`config.mk`:
```
export PLATFORM = sky130hd
export DESIGN_NAME = vn_div
export DESIGN_NICKNAME = d
export VERILOG_FILES = /design/src/hdl/vn_pkg.sv /design/src/hdl/vn_div.sv
export SDC_FILE = /design/constraint.sdc
export NUM_CORES = 1
export LEC_CHECK = 0
export BUFFER_PORTS_ARGS = -buffer_cell sky130_fd_sc_hd__buf_2
export CORE_ASPECT_RATIO = 1.5
export CORE_MARGIN = 4
export CORE_UTILIZATION = 58
export CTS_CLUSTER_DIAMETER = 60
export DETAILED_ROUTE_END_ITERATION = 8
export PLACE_DENSITY = 0.75
export SETUP_SLACK_MARGIN = 0.15
export SLEW_MARGIN = 5
export SYNTH_ARGS = -nofsm -noshare
export SYNTH_HDL_FRONTEND = slang
export SYNTH_SLANG_ARGS = --single-unit
export TNS_END_PERCENT = 20
```
`constraint.sdc`:
```
create_clock -name clock -period 4.53 [get_ports clock]
set_input_delay 1.1325 -clock clock [delete_from_list [all_inputs] [get_ports clock]]
set_output_delay 1.1325 -clock clock [all_outputs]
set_load 0.02 [all_outputs]
```
`src/hdl/vn_pkg.sv`:
```
// ----------------------------------------------------------------------------
// vn_pkg: shared constants for the vector normalizer
// Holds the fixed format of the unit components.
// ----------------------------------------------------------------------------
package vn_pkg;

   // Unit components are signed Q1.15.
   localparam int UNIT_BITS = 16;
   localparam int UNIT_FRAC = 15;

   localparam logic [UNIT_BITS-1:0] UNIT_ONE     = 16'h8000;
   localparam logic [UNIT_BITS-1:0] UNIT_MAX_POS = 16'h7FFF;

   typedef logic signed [UNIT_BITS-1:0] unit_type;

endpackage

```
`src/hdl/vn_div.sv`:
```
// ----------------------------------------------------------------------------
// vn_div: one divider lane
// Computes (mag << 15) / divisor, 16 quotient bits, one bit per stage.
// ----------------------------------------------------------------------------
module vn_div
   import vn_pkg::*;
#(
   parameter int COMPONENT_BITS = 16,
   parameter int TAG_BITS       = 1
) (
   input  logic                      clock,
   input  logic                      reset,
   input  logic                      advance,
   input  logic                      in_valid,
   input  logic [COMPONENT_BITS-1:0] magnitude,
   input  logic [COMPONENT_BITS-1:0] divisor,
   input  logic [TAG_BITS-1:0]       in_tag,
   output logic                      out_valid,
   output logic [UNIT_BITS-1:0]      quotient,
   output logic [COMPONENT_BITS-1:0] out_divisor,
   output logic [TAG_BITS-1:0]       out_tag
);

   localparam int W = COMPONENT_BITS;

   logic [UNIT_BITS:0]   valid_ff;
   logic [W-1:0]         rem_ff  [UNIT_BITS+1];
   logic [W-1:0]         den_ff  [UNIT_BITS+1];
   logic [UNIT_BITS-1:0] quo_ff  [UNIT_BITS+1];
   logic [TAG_BITS-1:0]  tag_ff  [UNIT_BITS+1];

   // The quotient never exceeds 2^15, so the upper dividend bits start as
   // the partial remainder; only the low magnitude bit is still to come.
   always_comb begin
      valid_ff[0] = in_valid;
      rem_ff[0]   = {1'b0, magnitude[W-1:1]};
      den_ff[0]   = divisor;
      quo_ff[0]   = '0;
      tag_ff[0]   = in_tag;
   end

   for (genvar s = 0; s < UNIT_BITS; s++) begin : g_stage
      logic [W:0]   shifted;
      logic         take;
      logic         next_bit;

      always_comb begin
         next_bit = (s == 0) ? magnitude[0] : 1'b0;
         shifted  = {rem_ff[s], next_bit};
         take     = (shifted >= {1'b0, den_ff[s]});
      end

      always_ff @(posedge clock) begin
         if (reset) begin
            valid_ff[s+1] <= 1'b0;
         end else if (advance) begin
            valid_ff[s+1] <= valid_ff[s];
         end
         if (advance) begin
            rem_ff[s+1] <= take ? W'(shifted - {1'b0, den_ff[s]}) : W'(shifted);
            den_ff[s+1] <= den_ff[s];
            quo_ff[s+1] <= {quo_ff[s][UNIT_BITS-2:0], take};
            tag_ff[s+1] <= tag_ff[s];
         end
      end
   end

   assign out_valid   = valid_ff[UNIT_BITS];
   assign quotient    = quo_ff[UNIT_BITS];
   assign out_divisor = den_ff[UNIT_BITS];
   assign out_tag     = tag_ff[UNIT_BITS];

endmodule

```
==> impl_metrics.toml <==
[die]
die-width_um = 209
fp.dieH_um = 310
die_area_mm2 = 0.0648
initial_core_util_pct = 58.6
fp-row-count = 110
core_mm2 = 0.0600
num_io_pins = 71

[global_route]
antenna_found_initial = 0
grt_max_degree = 91
track_usage_pct = 22.3
overflow = 0
grt_util_met1_pct = 20.7
met3_usage_pct = 2.79
grt_pass1_vias = 23400
grt_pass1_wl_mm = 116
grt-busiest-layer = "met2"
use_met2_pct = 46.0

[worst_setup_path]
critical_path_class = "flip-flop to flip-flop"
crit_chain = "inv_1 > ha_1 > nor2b_1 > o21ai_0 > a21boi_0 > o31ai_1 > a211oi_1 > o22ai_1 > a21o_1 > mux2_2"
timing.rr.end = "g_stage[13].shifted[9]"
crit_path_end_kind = "flip-flop"
path_depth = 10
worstPathRequired_ps = 4880
crit_buf_inv = 1
r2r_cells = 10
r2r_slack_ps = 700
crit_arrival_ps = 4180
start_kind = "flip-flop"
worst_path_max_delay_cell = "o31ai_1"
cp_max_fo = 16
reg2reg_from = "den_ff[65]"
startpoint = "den_ff[65]"
crit_end = "g_stage[13].shifted[9]"
slowest_delay_ps = 670
cp_top_family = "compound AO/OA/AOI/OAI gates"

[logic_synthesis]
synth_top_area_share_pct = 55.3
syn_nets = 3178
synth_top_family_by_area = "compound AO/OA/AOI/OAI gates"
synthAdderAreaFrac_pct = 9.92
seq_area_frac_synth_pct = 56.2
synthTopCellsByArea = "edfxtp_1 55%, ha_1 9.1%, mux2_2 4.4%, inv_1 3.6%, xnor2_1 2.8%"
synth_compound_gate_area_share_pct = 11.1
synth-xor-area-share_pct = 4.03
netlist_instances = 2871
synthMuxAreaShare_pct = 5.70
synth_common_cells = "648 x edfxtp_1, 333 x inv_1, 255 x ha_1"
yosysMostFrequentCell = "edfxtp_1"
synth_edf_count = 648
synth.distinct_cells = 75
async_flop_share_pct = 0
yosys.area.top_type = "edfxtp_1"
synth.avg_cell_area_um2 = 12.3
synth_ff_type = "edfxtp_1"
synth_seq_cells = 664
ys.warnings.count = 0
synth.cell_area_mm2 = 0.0352
synthSimpleGateAreaFrac_pct = 8.38

[job]
cap_viol_max_count = 0

[placed_design]
globalplace.congestion = 0.911
port_buffers = 70
place_area_mm2 = 0.0365
hpwl_mm = 54.9

[routing]
via_count = 22200
wl_mm = 73.4
antenna_left = 0
avgRoutedWirePerCell_um = 19.3
viasPerCell = 5.82
drc = 0
first_pass_iters = 5
drtIter0Drc = 1261

[clock_tree]
clk_pin_slew_ps = 60
cts_resized = 0
cts_setup_buffers = 0
cts-hold-fix-buffers = 0
ctsHtreeMaxLevel = 3
cts.path.max_buffers = 3
cts.sinks = 664
ctsRootBufferMaster = "clkbuf_16"
clk_latency_ps = 610
tritoncts = "yes"
cts_buffers = 66

[sta]
holdWs_ps = 412
finalSetupViolations = 0
max_slew_margin_pct = 22.0
finalCritPeriodShare_pct = 84.5
fin_tns_setup_ps = 0
finalCriticalPeriod_ps = 3830
skew_ps = 18.1
worst_slew_pin_slew_ps = 1170
rsz0062_at_grt = "no"
fmax_ghz = 0.261
maxSlewViolCount = 0
hold_viol = 0

[run_status]
status = "finished, final reports clean"

[final_layout]
final_util_pct = 64.4
layout-drive-gt1-share_pct = 12.4
design_area_mm2 = 0.0386
fin_nets = 3280
area_growth_syn_to_layout_pct = 9.78
antenna_cells = 0

[pwr]
powerDensity_mw_per_mm2 = 680
max-vdd-ir-drop_mv = 0.402
report.power.total_uw = 26300
p_leak_uw = 0.0156

[hold_path]
worstHoldPathType = "flip-flop to flip-flop"
per-layer routing:
metal  part of all wire [%]  wire length (um)
met1                     34             24700
met3                    3.2              2330
met2                     58             42200
met4                    5.7              4190
met5                      0                 0
report_power, final:
group	total, uW	internal, uW	leakage (uW)	switching (uW)
Sequential	9710	8880	0.00646	828
Combinational	11100	5140	0.00814	5960
Clock	5470	3080	0.00104	2390
metrics by stage:
| stage | setup slack [ps] | std cells |
|---|---|---|
| global placement | 890 | 3689 |
| global route | 538 | 3809 |
| floorplan | 881 | 2871 |
| CTS | 740 | 3809 |
| finish | 704 | 3809 |
| detailed placement | 758 | 3689 |
cell families after synthesis:
kind of cell | count (synthesis)
mux | 180
flops | 664
compound gates | 584
fa+ha+maj | 270
buf+inv | 402
simple gates | 609
xor+xnor | 162
placed cells by master (no fill, tap or decap), drive strengths merged, types with 28 or more instances in the layout:
master,synthesis,final
clkbuf,19,80
nor2b,48,48
edfxtp,648,648
o21ai,137,137
xnor2,111,111
nand2,113,113
nor3,52,52
nor2,216,216
mux2i,35,35
clkinv,0,28
buf,50,103
o21a,44,44
nand2b,31,31
a21oi,138,138
inv,333,336
nand3,33,33
nand4,34,34
mux2,145,145
xor2,51,51
ha,255,255
a21o,58,58
flip-flops by register name, summed over array words and instances (netlist names):
name and cells:
out_divisor 16, valid_ff 15, out_tag 1, out_valid 1, g_stage.shifted 240, quo_ff 120, tag_ff 15, quotient 16
den_ff 240
worst min path at each step:
stage	cells after the start	start	slack (ps)	to
3_5_place_dp	0	quo_ff[149]	400	quo_ff[134]
6_report	0	quo_ff[80]	410	quo_ff[65]
3_3_place_gp	0	quo_ff[115]	400	quo_ff[100]
5_1_grt	0	quo_ff[66]	420	quo_ff[51]
4_1_cts	0	quo_ff[209]	410	quo_ff[194]
2_1_floorplan	0	tag_ff[1]	400	out_tag
cell type report:
type	instances	area, um^2
Fill cell	4553	21400
Sequential cell	664	19800
Multi-Input combinational cell	1805	13800
Clock buffer	80	1750
Inverter	333	1250
Tap cell	784	981
Timing Repair Buffer	103	696
Clock inverter	40	410
No activity file was read; power rests on OpenSTA's default activity.
