`src/hdl/vn_sqrt.sv`:
```
// ----------------------------------------------------------------------------
// vn_sqrt: pipelined integer square root
// One root bit per stage, floor result, with a sideband tag carried along.
// ----------------------------------------------------------------------------
module vn_sqrt #(
   parameter int ROOT_BITS = 16,
   parameter int TAG_BITS  = 1
) (
   input  logic                   clock,
   input  logic                   reset,
   input  logic                   advance,
   input  logic                   in_valid,
   input  logic [2*ROOT_BITS-1:0] radicand,
   input  logic [TAG_BITS-1:0]    in_tag,
   output logic                   out_valid,
   output logic [ROOT_BITS-1:0]   root,
   output logic [TAG_BITS-1:0]    out_tag
);

   localparam int RW = ROOT_BITS + 2;

   logic [ROOT_BITS:0]        valid_ff;
   logic [RW-1:0]             rem_ff   [ROOT_BITS+1];
   logic [ROOT_BITS-1:0]      root_ff  [ROOT_BITS+1];
   logic [2*ROOT_BITS-1:0]    rad_ff   [ROOT_BITS+1];
   logic [TAG_BITS-1:0]       tag_ff   [ROOT_BITS+1];

   always_comb begin
      rem_ff[0]  = '0;
      root_ff[0] = '0;
      rad_ff[0]  = radicand;
      tag_ff[0]  = in_tag;
      valid_ff[0] = in_valid;
   end

   for (genvar s = 0; s < ROOT_BITS; s++) begin : g_stage
      logic [RW:0]          shifted;
      logic [RW:0]          trial;
      logic                 take;
      logic [RW-1:0]        rem_in;
      logic [ROOT_BITS-1:0] root_in;

      always_comb begin
         shifted = {rem_ff[s][RW-2:0], rad_ff[s][2*ROOT_BITS-1 -: 2]};
         trial   = {1'b0, root_ff[s], 2'b01};
         take    = (shifted >= trial);
         rem_in  = take ? RW'(shifted - trial) : RW'(shifted);
         root_in = {root_ff[s][ROOT_BITS-2:0], take};
      end

      always_ff @(posedge clock) begin
         if (reset) begin
            valid_ff[s+1] <= 1'b0;
         end else if (advance) begin
            valid_ff[s+1] <= valid_ff[s];
         end
         if (advance) begin
            rem_ff[s+1]  <= rem_in;
            root_ff[s+1] <= root_in;
            rad_ff[s+1]  <= {rad_ff[s][2*ROOT_BITS-3:0], 2'b00};
            tag_ff[s+1]  <= tag_ff[s];
         end
      end
   end

   assign out_valid = valid_ff[ROOT_BITS];
   assign root      = root_ff[ROOT_BITS];
   assign out_tag   = tag_ff[ROOT_BITS];

endmodule

```
`config.mk`:
```
export PLATFORM = sky130hd
export DESIGN_NAME = vn_sqrt
export DESIGN_NICKNAME = d
export VERILOG_FILES = /design/src/hdl/vn_sqrt.sv
export SDC_FILE = /design/constraint.sdc
export NUM_CORES = 1
export LEC_CHECK = 0
export ABC_AREA = 1
export ABC_CLOCK_PERIOD_IN_PS = 3600
export BUFFER_PORTS_ARGS = -buffer_cell sky130_fd_sc_hd__clkbuf_2
export CORE_MARGIN = 2
export CORE_UTILIZATION = 25
export DETAILED_ROUTE_END_ITERATION = 8
export PLACE_DENSITY = 0.51
export SETUP_SLACK_MARGIN = 0.02
export SLEW_MARGIN = 0
export SYNTH_ARGS = -nofsm -noshare
export SYNTH_HDL_FRONTEND = slang
export SYNTH_SLANG_ARGS = --single-unit
export TNS_END_PERCENT = 30
```
`constraint.sdc`:
```
create_clock -name clock -period 3.6 [get_ports clock]
set_clock_uncertainty 0.15 [all_clocks]
set_input_delay 0 -clock clock [delete_from_list [all_inputs] [get_ports clock]]
set_output_delay 0 -clock clock [all_outputs]
set_load 0.02 [all_outputs]
```
==> qor.txt, run 1 <==
DRC viols: 0
Reg2Reg Depth: 12
Clock power frac: 0.365
MaxCap Viol Count: 0
CTS tree: yes
Peak supply drop: 0.404 mV
Combinational Power Share: 0.172
Initial Util: 0.252
Final setup violation count: 0
Resized Gates After CTS: 0
Sw Pwr: 5.99 mW
Syn-to-layout area delta: 17.2%
Die area: 136000 µm²
Mean Syn Cell Area: 9.46 µm²
Number of I/O port buffers: 54
Gr usage total: 0.108
WL/cell: 13.3 µm
Global-route wire length before repair: 118 mm
Async SR Flop Fraction: 0
GRT overflow: 0
Critical path, cell by cell: inv_1 -> ha_1 -> nand2_1 -> nand2_1 -> nand2_1 -> nand3_1 -> nand2_1 -> nand3_1 -> nor2_2 -> buf_4 -> nand2_1 -> o21ai_0
Power density cells: 533 nW/µm²
Clock Path Buffers: 3
CTS clk-pin slew, worst paths: 0.06 ns
Crit-path most repeated cell: nand2_1
Final cycle utilization of the critical path: 0.748
DR iter-0 viols: 1609
Most common cell after layout, fill and taps aside: nand2_1
Worst-Skew Late Latency: 0.68 ns
Post-synth top flop: edfxtp_1
Hold path depth: 3
Clock root cell: clkbuf_16
CP Class: register to register
Arr. time, crit path: 3.01 ns
Unique masters post-synth: 49
Num CTS Buffers: 77
Leakage: 17.2 nW
Critical Path Start Type: register
Reg power frac: 0.463
Antenna diodes: 0
Final Max Slew Viols: 0
Die width: 369 µm
Internal: 14.8 mW
Hold Slack: 0.137 ns
EDFF count, synth: 629
Clock sinks: 645
Hold Crit Class: input port to register
Seq/Total Area, Yosys: 0.578
Final Hold Vio Count: 0
Syn_nets: 3702
Crit Path Max Fanout: 13
CP max stage cell: nor2_2
CTS H-tree depth: 3
IO Pins: 55
Minimum clock period: 2.69 ns
Synth warn: 0
Post-route setup TNS: 0 ns
RSZ-0062 raised after global routing: false
Cells after Synth: 3513
Fmax: 371 MHz
Routed vias: 22900
Slew HR: 0.530
Switching Share: 0.288
Flop2flop setup slack: 0.91 ns
Transition time of the tightest slew-check pin: 0.698 ns
Area leader, netlist: edfxtp_1
Antenna viol nets, final: 0
Worst path max stage delay: 0.42 ns
Core Region: 132000 µm²
First-pass iteration count of the detailed router: 5
Top cell type's share of synthesized area: 0.569
Largest net degree at the start of global routing: 98
Status: completed
Main area contributors after synthesis: edfxtp_1 (57%), nand2_1 (13%), inv_1 (6.9%), ha_1 (5.7%), nand3_1 (2.8%)
Routed Wire Length: 73.3 mm
Number of core rows: 133
Total Nets Final: 3893
Commonest cells after routing, fill and taps aside: nand2_1 (1128), edfxtp_1 (629), inv_1 (615)
Vias in the first global route: 22100
Fraction of layout cells with a size suffix above 1: 0.0718
Detailed Place HPWL: 53.9 mm
Die height: 369 µm
#FFs+latches synth: 645
Initial antenna violation count: 1
Fill cells: 13700
Worst path required time: 3.92 ns
Final Wtd Congestion: 0.840
Synthesized area: 33200 µm²
CP Capture Type: register
Vias per cell: 4.16
-- synthesized netlist by cell type, types with 5 or more instances --
master / instances
dfxtp_1: 16
xor2_1: 61
buf_2: 16
nor3_1: 38
o21bai_1: 5
nor2_2: 15
nor3_2: 7
nand3_1: 183
or2_2: 7
a21oi_2: 6
nand4_1: 96
xnor2_1: 25
a21oi_1: 123
nand2_2: 15
inv_2: 7
o21ai_0: 59
edfxtp_1: 629
nand3b_1: 29
nor2_1: 191
inv_1: 615
ha_1: 152
buf_6: 12
nor2_4: 7
o21ai_1: 12
nand2_1: 1128
and2_1: 7
clkbuf_1: 7
-- layout make-up --
| cell class | count | area [µm²] | share of cell area |
|---|---|---|---|
| Sequential cell | 645 | 19200 | 0.494 |
| Multi-Input combinational cell | 2205 | 11400 | 0.292 |
| Inverter | 622 | 2330 | 0.0600 |
| Tap cell | 1755 | 2200 | 0.0564 |
| Clock buffer | 92 | 1990 | 0.0512 |
| Timing Repair Buffer | 153 | 1320 | 0.0339 |
| Clock inverter | 44 | 484 | 0.0124 |
-- state kept, by name, summed over array words and instances (netlist names) --
register,count
out_valid,1
rad_ff,210
valid_ff,15
tag_ff,15
g_stage.root_in,120
root,16
out_tag,1
g_stage.shifted,267
-- worst max-delay path: cells and delay by family, from the launching register on --
family,cells,cell delay (ns)
buf+inv,2,0.36
simple gates,8,1.03
flops,1,0.41
compound gates,1,0.15
fa+ha+maj,1,0.36
-- worst paths after layout --
path	from	endpoint
worst max-delay path	g_stage[8].root_in[3]	g_stage[9].shifted[4]
worst min-delay path	reset	valid_ff[2]
worst max register to register	g_stage[8].root_in[3]	g_stage[9].shifted[4]
worst min register to register	rad_ff[469]	rad_ff[439]
-- per-layer routing --
metal,part of all wire,GRT usage
met5,0,0
met4,0.028,0.0340
met3,0.034,0.0204
met2,0.46,0.178
met1,0.47,0.142
-- per-stage QoR --
step / cell area (µm²) / setup WS (ns) / instances / utilization / power (mW)
floorplan: 33200 / 1.55 / 3513 / - / 12.1
global placement: 35700 / 0.787 / 5306 / 0.271 / 13.3
detailed placement: 35700 / 0.864 / 5306 / 0.271 / 13.3
CTS: 38900 / 0.855 / 5516 / 0.296 / 21.1
global route: 38900 / 0.698 / 5516 / 0.296 / 22.0
finish: 38900 / 0.906 / 5516 / 0.296 / 20.8
-- cell families after synthesis --
group,Yosys count,synth area share
flops,645,0.578
simple gates,1745,0.227
other cells,1,0.000113
xor+xnor,86,0.0227
compound gates,221,0.0358
buf+inv,663,0.0790
fa+ha+maj,152,0.0573
-- power by group through the flow --
stage	clock, mW	sequential [mW]	combinational, mW
after CTS	7.88	9.62	3.59
after global routing	8.15	9.68	4.14
after global placement	0	9.77	3.50
final	7.58	9.61	3.57
after floorplan	0	9.56	2.58
after detailed placement	0	9.77	3.52
-- timing repair --
item / in CTS / in global routing
buffers inserted: 0 / 0
hold buffers: 74 / 0
hold endpoints to repair: 312 / 0
Note: power is estimated with default switching activity, not from simulation.
==> run 2: changes to the inputs <==
--- a/config.mk
+++ b/config.mk
@@ -5,8 +5,8 @@
 export SDC_FILE = /design/constraint.sdc
 export NUM_CORES = 1
 export LEC_CHECK = 0
-export ABC_AREA = 1
-export ABC_CLOCK_PERIOD_IN_PS = 3600
+export ABC_AREA = 0
+export ABC_CLOCK_PERIOD_IN_PS = 2800
 export BUFFER_PORTS_ARGS = -buffer_cell sky130_fd_sc_hd__clkbuf_2
 export CORE_MARGIN = 2
 export CORE_UTILIZATION = 25
==> constraint.sdc (replaced) <==
create_clock -name clock -period 2.8 [get_ports clock]
set_clock_uncertainty 0.15 [all_clocks]
set_input_delay 0 -clock clock [delete_from_list [all_inputs] [get_ports clock]]
set_output_delay 0 -clock clock [all_outputs]
set_load 0.02 [all_outputs]
==> run 2 against run 1 <==
Worst hold slack got worse by 0.058 ns. Total power rose by 22%. Area after synthesis fell by 11%. Sequential cell count did not move. Design area fell by 7.1%. Sequential power rose by 29%.
==> qor.txt, run 2 <==
Status: completed
Syn_nets: 2420
Max FFs per register: 267
Fraction of layout cells with a size suffix above 1: 0.155
Clock sinks: 645
Initial antenna violation count: 0
Arr. time, crit path: 2.90 ns
Die width: 348 µm
Crit Path Max Fanout: 7
Global-route wire length before repair: 88.4 mm
MaxCap Viol Count: 0
Vias per cell: 4.27
Transition time of the tightest slew-check pin: 0.529 ns
Commonest cells in the netlist: edfxtp_1 (629), inv_1 (193), nor2_1 (155), ha_1 (152), a21oi_1 (111)
Commonest cells after routing, fill and taps aside: edfxtp_1 (629), inv_1 (193), nor2_1 (154)
Grt met2 use: 0.166
Critical Path Start Type: register
Initial Util: 0.252
WL/cell: 13.0 µm
Number of core rows: 126
GRT overflow: 0
Gr usage total: 0.0886
CP Class: register to register
Final setup violation count: 0
Die area: 121000 µm²
Mean Syn Cell Area: 13.3 µm²
CTS clk-pin slew, worst paths: 0.06 ns
Fmax: 371 MHz
Syn-to-layout area delta: 22.1%
DR iter-0 viols: 897
Synthesized area: 29600 µm²
Cells after Synth: 2231
Met1 usage in global routing: 0.0978
Antenna diodes: 0
DRC viols: 0
Main area contributors after synthesis: edfxtp_1 (64%), ha_1 (6.4%), inv_1 (2.4%), xnor2_1 (2.3%), xor2_1 (2.3%)
Seq/Total Area, Yosys: 0.648
Total Nets Final: 2734
RSZ-0062 raised after global routing: true
Final cycle utilization of the critical path: 0.963
Detailed Place HPWL: 38.4 mm
CTS H-tree depth: 3
Routed Wire Length: 53.9 mm
CTS tree: yes
Hold Slack: 0.0788 ns
Peak supply drop: 0.426 mV
Area of the multi-input gates: 9790 µm²
Worst path required time: 3.00 ns
IO Pins: 55
Synth warn: 0
Vias in the first global route: 17800
Async SR Flop Fraction: 0
EDFF count, synth: 629
Setup ws final: 0.104 ns
#FFs+latches synth: 645
Worst-Skew Late Latency: 0.62 ns
Final Hold Vio Count: 0
Slew HR: 0.644
Die height: 348 µm
Post-synth top flop: edfxtp_1
Antenna viol nets, final: 0
Core Region: 118000 µm²
FF/Latch Area: 19200 µm²
Hold Crit Class: input port to register
Final Wtd Congestion: 0.843
GR peak layer: met2
Minimum clock period: 2.70 ns
Leakage: 13.8 nW
Most frequent cell after synthesis: edfxtp_1
Number of I/O port buffers: 54
Clock root cell: clkbuf_16
Most common cell after layout, fill and taps aside: edfxtp_1
First-pass iteration count of the detailed router: 5
Routed vias: 17700
Worst slack, placed: -0.0139 ns
Top cell type's share of synthesized area: 0.637
Fill cells: 11700
Clock Path Buffers: 3
Global-route track usage on met3: 0.0189
Final Max Slew Viols: 0
Num CTS Buffers: 75
Unique masters post-synth: 80
Power density cells: 701 nW/µm²
Largest net degree at the start of global routing: 77
CP Capture Type: register
Area leader, netlist: edfxtp_1
==> run 2: cell types whose count changed after synthesis, sizes merged, moves of 34 or more <==
cell and delta:
nand4 -82, nand2 -1053, nand3 -126, mux2 +34, nor2 -58, xnor2 +53, inv -427
==> run 2: layout make-up <==
cell class / count / area share
Inverter: 195 / 0.0203
Multi-Input combinational cell: 1356 / 0.271
Clock inverter: 33 / 0.00723
Sequential cell: 645 / 0.531
Clock buffer: 96 / 0.0546
Timing Repair Buffer: 272 / 0.0633
Tap cell: 1536 / 0.0531
==> run 2: metal layers <==
layer  vias up  wire length [µm]
li1       8978                 -
met4         0              1580
met2       234             28200
met3       112              1770
met5         -                 0
met1      8326             22400
==> run 2: critical path, cell delays in order, from the launching register on <==
cell and delay [ns]:
edfxtp_1 0.37, or4_1 0.59, or4_4 0.57, nand3_2 0.11, a311oi_2 0.06, buf_4 0.19
nor4_1 0.29, xor2_1 0.11
==> run 2: cell families after synthesis <==
family | count (synthesis) | share of synthesized area
AO/OA/AOI/OAI | 418 | 0.0911
XOR/XNOR | 156 | 0.0461
adder cells (fa/ha/maj) | 152 | 0.0642
buffers and inverters | 231 | 0.0306
flip-flops | 645 | 0.648
multiplexers | 60 | 0.0217
other | 1 | 0.000127
AND/OR/NAND/NOR | 568 | 0.0981
==> run 2: report_power, final <==
group | leakage (nW) | switching, mW | internal, mW
logic | 6.51 | 2.15 | 1.91
registers | 6.16 | 0.525 | 11.8
clock network | 1.09 | 3.78 | 5.18
total | 13.8 | 6.45 | 18.9
==> run 2: what timing repair did <==
item | CTS | global route
cloned | 0 | 1
setup endpoints to repair | 18 | 87
pin swaps | 0 | 2
hold buffers | 72 | 0
resized for setup | 8 | 47
setup buffers | 0 | 1
endpoints found under the hold margin | 233 | 0
==> run 2: metrics by stage <==
step | util | std cells | total power, mW | setup TNS, ns | cell area [µm²]
4_1_cts | 0.305 | 4131 | 25.7 | 0 | 35900
5_1_grt | 0.307 | 4133 | 26.7 | -0.0318 | 36200
3_5_place_dp | 0.280 | 3930 | 16.4 | -0.0560 | 33000
2_1_floorplan | - | 2231 | 15.0 | 0 | 29600
6_report | 0.307 | 4133 | 25.4 | 0 | 36200
3_3_place_gp | 0.280 | 3930 | 16.4 | 0 | 33000
==> run 2: path summary, 6_finish.rpt <==
| check | cells after the start | from | endpoint | slack [ns] |
|---|---|---|---|---|
| setup / recovery | 7 | g_stage[7].shifted[12] | g_stage[8].shifted[12] | 0.10 |
| hold / removal | 3 | radicand[31] | g_stage[1].shifted[3] | 0.08 |
| setup reg to reg | 7 | g_stage[7].shifted[12] | g_stage[8].shifted[12] | 0.10 |
| hold reg to reg | 0 | rad_ff[283] | rad_ff[253] | 0.26 |
==> run 3: changes to the inputs <==
--- a/config.mk
+++ b/config.mk
@@ -7,12 +7,11 @@
 export LEC_CHECK = 0
 export ABC_AREA = 0
 export ABC_CLOCK_PERIOD_IN_PS = 2800
-export BUFFER_PORTS_ARGS = -buffer_cell sky130_fd_sc_hd__clkbuf_2
 export CORE_MARGIN = 2
 export CORE_UTILIZATION = 25
 export DETAILED_ROUTE_END_ITERATION = 8
-export PLACE_DENSITY = 0.51
-export SETUP_SLACK_MARGIN = 0.02
+export DONT_BUFFER_PORTS = 1
+export PLACE_DENSITY = 0.5
 export SLEW_MARGIN = 0
 export SYNTH_ARGS = -nofsm -noshare
 export SYNTH_HDL_FRONTEND = slang
==> run 3 against run 2 <==
The run now ends with hold timing, slew limit left. Count of clock-buffer cells in the layout down 2. Non-clock buffer count shrank 82. Clock power rose by 9.4%. Routed wire length increased by 1.3%. Worst hold slack lost 0.36 ns. Sequential share of layout area increased by 0.68 points. Sequential cell count did not move. Utilization is 0.39 points lower. First-iteration DRC count increased by 3.1%.
==> qor.txt, run 3 (synthesis gave the netlist of run 2 again) <==
Num CTS Buffers: 77
Crit-path most repeated cell: buf_4
CTS Hold Bufs: 86
Status: complete, but fails checks
Fraction of layout cells with a size suffix above 1: 0.122
Failing checks: hold timing, slew limit
Finished Core Util: 0.303
Final Max Slew Viols: 483
Peak supply drop: 0.491 mV
DR iter-0 viols: 925
Number of core rows: 126
Commonest cells after routing, fill and taps aside: edfxtp_1 (629), inv_1 (193), nor2_1 (154)
Worst path required time: 3.02 ns
CTS clk-pin slew, worst paths: 0.06 ns
Antenna diodes: 0
Final Hold Vio Count: 34
CP Class: register to register
Final Wtd Congestion: 0.828
Slew HR: -0.593
Vias in the first global route: 17600
Clock sinks: 645
Critical Path Start Type: register
Die height: 348 µm
Initial Util: 0.252
Syn-to-layout area delta: 20.5%
CP Capture Type: register
FF/Latch Area: 19200 µm²
Leakage: 13.4 nW
Most common cell after layout, fill and taps aside: edfxtp_1
CTS tree: yes
Top sig layer: met4
CP max stage cell: edfxtp_1
Vias per cell: 4.28
First-pass iteration count of the detailed router: 5
Hold Slack: -0.284 ns
Final cycle utilization of the critical path: 0.964
Antenna viol nets, final: 0
WL/cell: 13.5 µm
GRT overflow: 0
Minimum clock period: 2.70 ns
Clock root cell: clkbuf_16
Routed vias: 17300
Fill cells: 11800
Placed cell area: 32200 µm²
Die area: 121000 µm²
RSZ-0062 raised after global routing: false
Worst path max stage delay: 0.40 ns
Met1 Wirelength: 23.8 mm
Metal3 WL: 1.82 mm
Global-route wire length before repair: 88.8 mm
Crit Path Max Fanout: 5
MaxCap Viol Count: 0
DRC viols: 0
Hold Crit Class: input port to register
Clock Path Buffers: 3
Number of I/O port buffers: 0
Die width: 348 µm
DR WL met2: 27.4 mm
Core Region: 118000 µm²
CTS H-tree depth: 3
Critical path, cell by cell: ha_1 -> buf_4 -> nor2b_1 -> o31ai_1 -> buf_4 -> a21oi_1 -> a211oi_2 -> o21ai_0 -> mux2_2
IO Pins: 55
Arr. time, crit path: 2.92 ns
Area of the multi-input gates: 9740 µm²
Final setup violation count: 0
Max FFs per register: 267
Initial antenna violation count: 0
Gr usage total: 0.0891
Routed Wire Length: 54.6 mm
Worst-Skew Late Latency: 0.65 ns
Total Nets Final: 2653
Largest net degree at the start of global routing: 646
Transition time of the tightest slew-check pin: 2.39 ns
Fmax: 371 MHz
Detailed Place HPWL: 36.0 mm
Setup repair bufs after CTS: 0
Final instance area: 35700 µm²
Power density cells: 725 nW/µm²
run 3: worst max-delay path, delay by kind of cell, from the launching register on:
kind / cells / cell delay (ns)
compound gates: 4 / 0.71
fa+ha+maj: 1 / 0.31
buf+inv: 2 / 0.29
flops: 1 / 0.40
mux: 1 / 0.38
simple gates: 1 / 0.19
run 3: final cells by class:
class,instances,share of cell area
multi-input cells,1355,0.273
repair buffers,190,0.0463
inverters,195,0.0206
clock inverters,43,0.0124
clock buffers,94,0.0563
flip-flops and latches,645,0.538
well taps,1536,0.0538
run 3: per-layer routing:
metal,vias up,global-route usage
met5,-,0
met2,216,0.158
li1,8801,-
met3,100,0.0195
met1,8232,0.104
met4,0,0.0368
run 3: path summary, 6_finish.rpt:
kind	end	depth (start not counted)	slack, ns	startpoint
min	tag_ff[3]	0	-0.28	advance
max	g_stage[13].shifted[18]	9	0.10	g_stage[12].shifted[2]
max reg2reg	g_stage[13].shifted[18]	9	0.10	g_stage[12].shifted[2]
min reg2reg	rad_ff[282]	0	0.25	rad_ff[312]
run 3: metrics by stage:
| stage | total power [mW] | setup TNS [ns] | cells | setup WS [ns] | hold slack, ns |
|---|---|---|---|---|---|
| 2_1_floorplan | 15.0 | 0 | 2231 | 0.0228 | -0.0511 |
| 3_3_place_gp | 16.1 | -0.353 | 3835 | -0.250 | -0.0756 |
| 3_5_place_dp | 16.1 | -0.467 | 3835 | -0.171 | -0.0736 |
| 4_1_cts | 26.2 | -0.00339 | 4058 | -0.00339 | -0.671 |
| 5_1_grt | 27.2 | 0 | 4058 | 0.000756 | -0.428 |
| 6_report | 25.9 | 0 | 4058 | 0.101 | -0.284 |
run 3: power by group:
group,internal [mW],switching (mW)
registers,11.9,0.555
clock network,5.79,4.01
logic,1.78,1.90
total,19.4,6.47
run 3: repair_timing:
action	4_1_cts	5_1_grt
pin swaps	0	4
endpoints found under the setup margin	17	66
gates resized for setup	6	45
hold endpoints to repair	679	313
